**src/hdl/adv_data_sensor_extract_top_macros.svh**
```systemverilog
// Assertion macros shared by the advertising-data extractor modules.
`ifndef ADV_DATA_SENSOR_EXTRACT_TOP_MACROS_SVH
`define ADV_DATA_SENSOR_EXTRACT_TOP_MACROS_SVH

// Same-cycle implication, checked on clk outside of reset.
`define ADSE_ASSERT_NOW(lbl, ante, cons) \
    lbl: assert property (@(posedge clk) disable iff (!rst_n) (ante) |-> (cons)) \
        else $error("adse check failed: same-cycle rule");

// Next-cycle implication, checked on clk outside of reset.
`define ADSE_ASSERT_NEXT(lbl, ante, cons) \
    lbl: assert property (@(posedge clk) disable iff (!rst_n) (ante) |=> (cons)) \
        else $error("adse check failed: next-cycle rule");

`endif

```
**src/hdl/adse_pkg.sv**
```systemverilog
// Types and constants shared by the advertising-data extractor.
package adse_pkg;

    localparam logic [7:0]  MinBlock          = 8'd5;
    localparam logic [7:0]  BlockType         = 8'hFF;
    localparam logic [15:0] ServiceId         = 16'h55AA;
    localparam logic [7:0]  ServiceHdr        = 8'd3;
    localparam logic [2:0]  FieldBytes        = 3'd7;
    localparam logic [47:0] KnownAddressReset = 48'h842E_1431_BB5C;

    typedef enum logic [1:0] {
        STATUS_FOUND     = 2'd0,
        STATUS_MISMATCH  = 2'd1,
        STATUS_NO_BLOCK  = 2'd2,
        STATUS_TRUNCATED = 2'd3
    } status_t;

    typedef enum logic [6:0] {
        PH_LEN     = 7'b0000001,
        PH_TYPE    = 7'b0000010,
        PH_SVC_LO  = 7'b0000100,
        PH_SVC_HI  = 7'b0001000,
        PH_SKIP    = 7'b0010000,
        PH_CAPTURE = 7'b0100000,
        PH_DONE    = 7'b1000000
    } phase_t;

    typedef struct packed {
        logic [7:0]  data_byte;
        logic        first_byte;
        logic        last_byte;
        logic [47:0] device_address;
    } in_beat_t;

    typedef struct packed {
        status_t            status;
        logic [7:0]         service_length;
        logic signed [15:0] temperature;
        logic signed [15:0] humidity;
        logic [15:0]        cell_voltage;
        logic [7:0]         charge_level;
    } out_beat_t;

endpackage

```
**src/hdl/adse_parser.sv**
```systemverilog
// Input register and per-byte block parser that forms one result per packet.
`include "adv_data_sensor_extract_top_macros.svh"

module adse_parser
    import adse_pkg::*;
(
    input  logic      clk,
    input  logic      rst_n,
    input  logic      byte_valid,
    output logic      byte_stall,
    input  in_beat_t  byte_data,
    input  logic      address_we,
    input  logic [47:0] address_data,
    input  logic      out_free,
    output logic      res_load,
    output out_beat_t res_data
);

    logic        in_valid_reg;
    in_beat_t    in_beat_reg;
    logic [47:0] known_addr_reg;
    logic        advance;

    phase_t      phase_reg,   phase_next;
    logic [7:0]  remain_reg,  remain_next;
    logic [7:0]  blen_reg,    blen_next;
    logic [7:0]  svc_lo_reg,  svc_lo_next;
    logic        addr_ok_reg, addr_ok_next;
    logic [2:0]  fidx_reg,    fidx_next;
    logic [55:0] cap_reg,     cap_next;
    logic        match_reg,   match_next;

    // A beat only waits when it closes a packet and the result slot is busy.
    assign advance    = in_valid_reg && (!in_beat_reg.last_byte || out_free);
    assign byte_stall = in_valid_reg && !advance;
    assign res_load   = advance && in_beat_reg.last_byte;

    always_ff @(posedge clk or negedge rst_n)
    begin
        if (!rst_n)
        begin
            in_valid_reg   <= 1'b0;
            known_addr_reg <= KnownAddressReset;
        end
        else
        begin
            if (!byte_stall)
            begin
                in_valid_reg <= byte_valid;
            end
            if (address_we)
            begin
                known_addr_reg <= address_data;
            end
        end
    end

    always_ff @(posedge clk)
    begin
        if (byte_valid && !byte_stall)
        begin
            in_beat_reg <= byte_data;
        end
    end

    always_comb
    begin
        phase_t      ph;
        logic [7:0]  rem;
        logic [7:0]  blen;
        logic [7:0]  slo;
        logic        aok;
        logic [2:0]  fidx;
        logic [55:0] cap;
        logic        mf;
        logic [7:0]  b;

        ph   = phase_reg;
        rem  = remain_reg;
        blen = blen_reg;
        slo  = svc_lo_reg;
        aok  = addr_ok_reg;
        fidx = fidx_reg;
        cap  = cap_reg;
        mf   = match_reg;
        b    = in_beat_reg.data_byte;

        if (in_beat_reg.first_byte)
        begin
            ph   = PH_LEN;
            rem  = '0;
            blen = '0;
            slo  = '0;
            fidx = '0;
            cap  = '0;
            mf   = 1'b0;
            aok  = (in_beat_reg.device_address == known_addr_reg);
        end

        case (ph)
            PH_LEN:
            begin
                rem = b;
                if (b < MinBlock)
                begin
                    ph = (b == 8'd0) ? PH_LEN : PH_SKIP;
                end
                else
                begin
                    blen = b;
                    ph   = PH_TYPE;
                end
            end
            PH_TYPE:
            begin
                rem = rem - 8'd1;
                if (b == BlockType)
                begin
                    ph = PH_SVC_LO;
                end
                else
                begin
                    ph = (rem == 8'd0) ? PH_LEN : PH_SKIP;
                end
            end
            PH_SVC_LO:
            begin
                slo = b;
                rem = rem - 8'd1;
                ph  = PH_SVC_HI;
            end
            PH_SVC_HI:
            begin
                if ({b, slo} == ServiceId)
                begin
                    mf   = 1'b1;
                    fidx = '0;
                    cap  = '0;
                    ph   = PH_CAPTURE;
                end
                else
                begin
                    rem = rem - 8'd1;
                    ph  = (rem == 8'd0) ? PH_LEN : PH_SKIP;
                end
            end
            PH_SKIP:
            begin
                rem = rem - 8'd1;
                if (rem == 8'd0)
                begin
                    ph = PH_LEN;
                end
            end
            PH_CAPTURE:
            begin
                cap  = cap | ({48'd0, b} << {fidx, 3'b000});
                fidx = fidx + 3'd1;
                if (fidx == FieldBytes)
                begin
                    ph = PH_DONE;
                end
            end
            default:
            begin
            end
        endcase

        res_data = '0;
        if (!aok)
        begin
            res_data.status = STATUS_MISMATCH;
        end
        else if (!mf)
        begin
            res_data.status = STATUS_NO_BLOCK;
        end
        else
        begin
            res_data.service_length = blen - ServiceHdr;
            if (fidx != FieldBytes)
            begin
                res_data.status = STATUS_TRUNCATED;
            end
            else
            begin
                res_data.status       = STATUS_FOUND;
                res_data.temperature  = $signed(cap[15:0]);
                res_data.humidity     = $signed(cap[31:16]);
                res_data.cell_voltage = cap[47:32];
                res_data.charge_level = cap[55:48];
            end
        end

        if (in_beat_reg.last_byte)
        begin
            ph   = PH_LEN;
            rem  = '0;
            blen = '0;
            slo  = '0;
            aok  = 1'b0;
            fidx = '0;
            cap  = '0;
            mf   = 1'b0;
        end

        phase_next   = ph;
        remain_next  = rem;
        blen_next    = blen;
        svc_lo_next  = slo;
        addr_ok_next = aok;
        fidx_next    = fidx;
        cap_next     = cap;
        match_next   = mf;
    end

    always_ff @(posedge clk or negedge rst_n)
    begin
        if (!rst_n)
        begin
            phase_reg   <= PH_LEN;
            remain_reg  <= '0;
            blen_reg    <= '0;
            svc_lo_reg  <= '0;
            addr_ok_reg <= 1'b0;
            fidx_reg    <= '0;
            cap_reg     <= '0;
            match_reg   <= 1'b0;
        end
        else if (advance)
        begin
            phase_reg   <= phase_next;
            remain_reg  <= remain_next;
            blen_reg    <= blen_next;
            svc_lo_reg  <= svc_lo_next;
            addr_ok_reg <= addr_ok_next;
            fidx_reg    <= fidx_next;
            cap_reg     <= cap_next;
            match_reg   <= match_next;
        end
    end

    `ADSE_ASSERT_NEXT(a_clear_after_last, res_load,
        phase_reg == PH_LEN && !match_reg && fidx_reg == 3'd0 && !addr_ok_reg)
    `ADSE_ASSERT_NOW(a_capture_index, phase_reg == PH_CAPTURE, fidx_reg < FieldBytes)
    `ADSE_ASSERT_NOW(a_done_index, phase_reg == PH_DONE, fidx_reg == FieldBytes && match_reg)
    `ADSE_ASSERT_NOW(a_stall_cause, byte_stall, in_beat_reg.last_byte && !out_free)

endmodule

```
**src/hdl/adse_out_stage.sv**
```systemverilog
// Result register that holds one finished packet result until it is taken.
`include "adv_data_sensor_extract_top_macros.svh"

module adse_out_stage
    import adse_pkg::*;
(
    input  logic      clk,
    input  logic      rst_n,
    input  logic      res_load,
    input  out_beat_t res_data,
    output logic      out_free,
    output logic      result_valid,
    input  logic      result_stall,
    output out_beat_t result_data
);

    logic      valid_reg;
    out_beat_t data_reg;

    assign out_free     = !valid_reg || !result_stall;
    assign result_valid = valid_reg;
    assign result_data  = data_reg;

    always_ff @(posedge clk or negedge rst_n)
    begin
        if (!rst_n)
        begin
            valid_reg <= 1'b0;
        end
        else if (out_free)
        begin
            valid_reg <= res_load;
        end
    end

    always_ff @(posedge clk)
    begin
        if (res_load)
        begin
            data_reg <= res_data;
        end
    end

    `ADSE_ASSERT_NOW(a_no_overwrite, res_load, out_free)
    `ADSE_ASSERT_NEXT(a_load_shows, res_load, valid_reg && data_reg == $past(res_data))
    `ADSE_ASSERT_NEXT(a_drain_empties, valid_reg && !result_stall && !res_load, !valid_reg)

endmodule

```
**src/hdl/adv_data_sensor_extract_top.sv**
```systemverilog
// Top level of the advertising-data sensor extractor.
//
//   channel   valid          stall          payload        beat
//   bytes     byte_valid     byte_stall     byte_data      one payload byte
//   results   result_valid   result_stall   result_data    one result per packet
//   config    address_we     -              address_data   known sender address
//
// Every payload byte is parsed while it sits in the input register.
// A packet result appears in the result register in the cycle after its last byte is parsed.
// Bytes are accepted back to back; only a last byte waits, while the result register
// is full and stalled. Reset clears the parser and loads the default known address.

module adv_data_sensor_extract_top
    import adse_pkg::*;
(
    input  logic        clk,
    input  logic        rst_n,
    input  logic        byte_valid,
    output logic        byte_stall,
    input  in_beat_t    byte_data,
    output logic        result_valid,
    input  logic        result_stall,
    output out_beat_t   result_data,
    input  logic        address_we,
    input  logic [47:0] address_data
);

    logic      out_free;
    logic      res_load;
    out_beat_t res_data;

    adse_parser u_parser (
        .clk          (clk),
        .rst_n        (rst_n),
        .byte_valid   (byte_valid),
        .byte_stall   (byte_stall),
        .byte_data    (byte_data),
        .address_we   (address_we),
        .address_data (address_data),
        .out_free     (out_free),
        .res_load     (res_load),
        .res_data     (res_data)
    );

    adse_out_stage u_out_stage (
        .clk          (clk),
        .rst_n        (rst_n),
        .res_load     (res_load),
        .res_data     (res_data),
        .out_free     (out_free),
        .result_valid (result_valid),
        .result_stall (result_stall),
        .result_data  (result_data)
    );

endmodule

```
**config.mk**
```make
export PLATFORM = sky130hd
export DESIGN_NAME = adv_data_sensor_extract_top
export DESIGN_NICKNAME = d
export VERILOG_FILES = /design/src/hdl/adse_pkg.sv /design/src/hdl/adse_parser.sv /design/src/hdl/adse_out_stage.sv /design/src/hdl/adv_data_sensor_extract_top.sv
export VERILOG_INCLUDE_DIRS = /design/src /design/src/hdl
export SDC_FILE = /design/constraint.sdc
export NUM_CORES = 1
export LEC_CHECK = 0
export BUFFER_PORTS_ARGS = -buffer_cell sky130_fd_sc_hd__buf_2
export CAP_MARGIN = 5
export CORE_ASPECT_RATIO = 0.8
export CORE_MARGIN = 5
export CORE_UTILIZATION = 30
export DETAILED_ROUTE_END_ITERATION = 8
export MAX_ROUTING_LAYER = met4
export SETUP_SLACK_MARGIN = 0.3
export SYNTH_ARGS = -nofsm -noshare
export SYNTH_HDL_FRONTEND = slang
export SYNTH_SLANG_ARGS = --single-unit
```
**constraint.sdc**
```tcl
create_clock -name clk -period 4.09 [get_ports clk]
set_input_delay 0.818 -clock clk [delete_from_list [all_inputs] [get_ports clk]]
set_output_delay 0.818 -clock clk [all_outputs]
set_load 0.01 [all_outputs]
```
# Word level (Yosys, flattened, before mapping)
# Index checks and enable logic that the tools add are counted.
dict set report word_totals {
  regBits 266
  latchBits 0
  mem_bits_rw 0
  romBits 0
  wordCells 93
  n_memories 0
}
dict set report op_classes {
  add_sub_neg 3
  mul 0
  div_mod_pow 0
  order_cmp 1
  n_eq_ne 11
  shifts 1
  n_mux 37
  bitwise 3
  reduce_logical 16
}
# cell n
set op_table {}
lappend op_table {{56-bit 2-to-1 mux} 3}
lappend op_table {{56-bit one-hot mux with 2 select lines} 1}
lappend op_table {{8-bit 2-to-1 mux} 10}
lappend op_table {{56-bit bitwise OR} 1}
lappend op_table {{8-bit by 6-bit left shift with 56-bit output} 1}
lappend op_table {{7-bit 2-to-1 mux} 7}
lappend op_table {{48-bit == test} 1}
lappend op_table {{7-bit one-hot mux with 6 select lines} 1}
lappend op_table {{8-bit one-hot mux with 3 select lines} 1}
lappend op_table {{16-bit by 15-bit == test with 1-bit output, second input constant} 1}
lappend op_table {{8-bit zero test} 2}
lappend op_table {{5-bit 2-to-1 mux} 2}
lappend op_table {{3-bit 2-to-1 mux} 3}
lappend op_table {{8-bit == test, second input constant} 1}
lappend op_table {{8-bit by 3-bit less-than comparator with 1-bit output, second input constant} 1}
lappend op_table {{8-bit by 1-bit subtractor with 8-bit output, second input constant} 1}
lappend op_table {{8-bit by 2-bit subtractor with 8-bit output, second input constant} 1}
lappend op_table {{7-bit by 1-bit == test with 1-bit output, second input constant} 1}
lappend op_table {{7-bit by 2-bit == test with 1-bit output, second input constant} 1}
lappend op_table {{7-bit by 3-bit == test with 1-bit output, second input constant} 1}
lappend op_table {{7-bit by 4-bit == test with 1-bit output, second input constant} 1}
lappend op_table {{7-bit by 5-bit == test with 1-bit output, second input constant} 1}
lappend op_table {{7-bit by 6-bit == test with 1-bit output, second input constant} 1}
lappend op_table {{1-bit 2-to-1 mux} 6}
lappend op_table {{other kinds (11)} 22}

# Logic depth before layout (Yosys ltp)
dict set report logic_depth {
  depth_word 8
  ltp_mapped 13
}

# Modules after synthesis
# A second synthesis with hierarchy kept.
dict set report hier_totals {
  cells_unflattened 924
  hier_area_um2 11745.0
}
# mod n_inst cells_each area_per_inst_um2
set by_module_without_submodules {}
lappend by_module_without_submodules {adse_parser 1 855 9726.8}
lappend by_module_without_submodules {adse_out_stage 1 69 2018.2}

# Worst setup path after synthesis
# No wires, ideal clock.
dict set report synth_timing {
  kind {input to register}
  start {input port result_stall}
  end {register u_out_stage.data_reg, in the netlist u_out_stage.result_data[0], enable pin}
  arrival_ns 2.540
  required_time_ns 3.658
  path_slack_ns 1.118
  stages 2
  n_path_buf 0
  path_cell_list {nand3_1 and3_1}
}
dict set report synth_between {
  elab_chain_len 5
}
# item line_no
set synth_lines {}
lappend synth_lines {{start: declaration} adv_data_sensor_extract_top.sv:22} ;# input logic result_stall,
lappend synth_lines {{1-bit zero test} adse_out_stage.sv:20} ;# assign out_free = !valid_reg || !result_stall;
lappend synth_lines {{1-bit logical OR} adse_out_stage.sv:20}
lappend synth_lines {{1-bit logical OR} adse_parser.sv:34} ;# assign advance = in_valid_reg && (!in_beat_reg.last_byte || out_free);
lappend synth_lines {{1-bit logical AND} adse_parser.sv:34}
lappend synth_lines {{1-bit logical AND} adse_parser.sv:36} ;# assign res_load = advance && in_beat_reg.last_byte;
lappend synth_lines {{named net res_load} adv_data_sensor_extract_top.sv:29} ;# logic res_load;
lappend synth_lines {{end signal: assignment} adse_out_stage.sv:40} ;# data_reg <= res_data;
lappend synth_lines {{end: declaration} adse_out_stage.sv:18} ;# out_beat_t data_reg;
# The timed path passes the listed nets, and every way through them passes these cells.
# A chain may end at the register's enable or synchronous reset.

# Final worst setup path
dict set report layout_timing {
  start {register u_parser.phase_reg[0]}
  end {register u_out_stage.data_reg, in the netlist u_out_stage.result_data[60] (data pin)}
}
dict set report layout_between {
  elab_chain_len 4
  elab_cells_between_ends 7
  cone_classes {add/sub (1); eq/ne (2); mux (3); reduce/logical (1)}
}
# item line_no
set layout_lines {}
lappend layout_lines {{start: declaration} adse_parser.sv:24} ;# phase_t phase_reg, phase_next;
lappend layout_lines {{start signal: assignment} adse_parser.sv:232} ;# phase_reg <= phase_next;
lappend layout_lines {{7-bit 2-to-1 mux *} adse_parser.sv:88} ;# if (in_beat_reg.first_byte)
lappend layout_lines {{7-bit by 1-bit == test with 1-bit output or 7-bit by 4-bit == test with 1-bit output (tied branches)} adse_parser.sv:100} ;# case (ph)
lappend layout_lines {{8-bit 2-to-1 mux or 1-bit 2-to-1 mux (tied branches)} adse_parser.sv:100}
lappend layout_lines {{8-bit by 2-bit subtractor with 8-bit output or 2-bit AND reduction (tied branches)} --}
# Every way passes the cells marked *; elsewhere a longest branch is shown, timed or not.

==> results.md <==
- Die area: 44,000 µm²
- Sequential power share: 0.478
- Final Critical Period: 3.28 ns
- Final Cycle Share: 0.802
- Min-Delay Path Class: in -> async
- Pwr dens: around 440 nW/µm²
- Final antenna-violating net count: 0
- Crit. End Element: register
- Post-route setup TNS: 0 ns
- Final instance area: 14,500 µm²
- EDFF count, synth: 124
- Synth Flop Type: edfxtp_1
- FP Rows: 65
- P&R area growth vs syn: 21.2%
- Leakage: 5.69 nW
- Gate power share: 0.094
- Final max-slew violation count: 0
- Clock power share: 0.428
- Sw Pwr: 1.55 mW
- Count of different cell masters after synthesis: 68
- Reg-to-Reg End: u_out_stage.result_data[60]$_SDFFCE_PN0P_
- Number of flip-flops in the largest register: 66
- IO Pins: about 180
- Worst setup slack after layout: 0.810 ns
- Syn nets: 1,059
- Initial DRT Pass Iterations: 6
- Ys async rst share: 0.534
- Placed instance area: 13,500 µm²
- FMAX: 305 MHz
- Clock latency on the worst-skew pair: 0.56 ns
- Total number of vias: 8,427
- Req. time, crit path: ~4.5 ns
- Worst Setup SP: u_parser.phase_reg[0]$_DFFE_PN1P_
- Sink Count: 266
- Bufs on Longest Clock Path: 3
- Register area share after synthesis: 0.611
- Syn Area/Cell: between 10 and 15 µm²
- Post-DR vias/cell: 5.03
- Initial Utilization: 0.303
- Fillers: between 3,000 and 4,000
- First-pass GRT wire length: 50,300 µm
- Most frequent cells in the layout: buf_2, edfxtp_1, dfrtp_1, nand2_1, o2bb2ai_1
- Gpl congestion: 0.838
- Post-CTS sizing: 0
- Post-synthesis cell area: 12,000 µm²
- Routed WL per cell: 19.2 µm
- Vias in the first global route: 8,602
- CTS tree: done
- Die height: 189 µm
- Worst IR Drop VDD: about 0.33 mV
- CTS buffer count: 30
- WS Path Type: reg -> reg
- Slew HR: 0.276
- WHS: 0.340 ns
- RR Startpoint: u_parser.phase_reg[0]$_DFFE_PN1P_
- NumNets Final: between 1,000 and 1,500
- # hold bufs at CTS: 0
- Drc violations: 0
- Syn Inst Count: 943
- Dpl hpwl: 21,600 µm
- Footprint of the multi-input gates: 4310 µm²
- Grt total ovfl: 0
- Worst slack, placed: about 0.86 ns
- Post-CTS Setup Inserts: 0
- Core Box Area: 39,400 µm²
- Clock Root Buffer: clkbuf_16
- Fin util: 0.368
- Slack of the worst reg-to-reg path: ~0.8 ns
- Gr usage total: 0.147
- H-tree levels: 1
- Final Setup Violations: 0
- Initial antenna violation count: 2
- Fraction of layout cells with a size suffix above 1: 0.316
- Sw Share: 0.243
- Clock-pin slew on the worst setup and hold paths: 0.06 ns
- Status: completed
- Final hold vios: 0
- R2R depth: 9
- Internal power: between 4 and 5 mW
- Setup crit end: u_out_stage.result_data[60]$_SDFFCE_PN0P_
- Number of DRC markers in iteration 0: 651
- Clock skew: 0.0102 ns
- Critical Path Start Type: register
- WP data arrival: 3.67 ns
- Max cap viols: 0
- Port bufs: roughly 180
- Yosys warnings: 0
- Die width: 233 µm
- Sequential cell area: 7300 µm²
- CP max FO: 10
- Pin count of the biggest net entering global routing: 95
- RSZ-0062 raised after global routing: false
- Yosys reg bits: around 270
- Worst Tran Pin Value: 1.08 ns
- Routed WL: 32,100 µm
- Commonest non-fill, non-tap cell in the layout: buf_2
-- synth_stat cells, drive strengths merged (21+ instances only) --
cell type | count | area share
dfrtp | 120 | 0.25
o21ai | 47 | 0.022
inv | 23 | 0.0072
dfstp | 22 | 0.048
mux2 | 43 | 0.040
nor3b | 28 | 0.028
a22o | 31 | 0.023
o2bb2ai | 63 | 0.046
nand2 | 78 | 0.024
nor2 | 51 | 0.016
clkbuf | 45 | 0.014
buf | 21 | 0.0096
edfxtp | 124 | 0.31
xor2 | 44 | 0.032
a22oi | 24 | 0.015
-- cell families after synthesis --
family,synth area share
buffers and inverters,0.0310
AOI/OAI and AO/OA,0.157
DFF,0.611
xor gates and xnor gates,0.0359
adders and majority gates,0.00523
and+or+nand+nor,0.119
muxes,0.0413
-- power by group through the flow --
stage                     clock network, mW  logic [mW]  registers, mW
final                                  2.73       0.599           3.05
after global placement                    0       0.595           3.09
after detailed placement                  0       0.603           3.10
after floorplan                           0       0.363           3.08
after global routing                   2.93       0.662           3.06
after CTS                              2.81       0.605           3.05
-- how the worst min path moves through the flow --
stage | startpoint | end | slack (ns) | cells past startpoint
after floorplan | u_parser.cap_reg[20]$_DFFE_PN0P_ | u_parser.cap_reg[20]$_DFFE_PN0P_ | 0.46 | 1
after global placement | u_parser.cap_reg[33]$_DFFE_PN0P_ | u_parser.cap_reg[33]$_DFFE_PN0P_ | 0.47 | 1
after detailed placement | u_parser.cap_reg[38]$_DFFE_PN0P_ | u_parser.cap_reg[38]$_DFFE_PN0P_ | 0.47 | 1
after CTS | rst_n | u_parser.known_addr_reg[41]$_DFFE_PN0P_ | 0.40 | 1
after global routing | rst_n | u_parser.known_addr_reg[10]$_DFFE_PN0P_ | 0.39 | 1
final | rst_n | u_parser.known_addr_reg[10]$_DFFE_PN0P_ | 0.34 | 1
-- final cells by class --
class / count / area share
well taps: 536 / 0.0463
repair buffers: 203 / 0.0765
multi-input cells: 588 / 0.297
clock buffers: 46 / 0.0622
flip-flops and latches: 266 / 0.504
inverters: 23 / 0.00595
clock inverters: 10 / 0.00759
diodes: 2 / 0.000345
-- worst max-delay path: stages (launching register included) --
cell	delay (ns)
dfstp_2	0.55
nor4b_1	0.32
a21oi_1	0.12
buf_4	0.17
nor2_1	0.54
o21ai_0	0.29
ha_1	0.28
a221o_1	0.32
or3_1	0.38
a21oi_1	0.15
-- through the flow --
stage                     std cells  power [mW]
after global routing           1674        6.65
after floorplan                 943        3.44
after detailed placement       1616        3.70
final                          1674        6.38
after global placement         1616        3.69
after CTS                      1672        6.46
-- routing by layer --
layer,vias to the layer above,track usage,share of wire
met5,-,-,0
met4,0,0.0361,0.020
met3,44,0.0255,0.056
met2,245,0.219,0.46
met1,4234,0.210,0.47
li1,3904,-,-
Power figures use the tool's default switching activity.
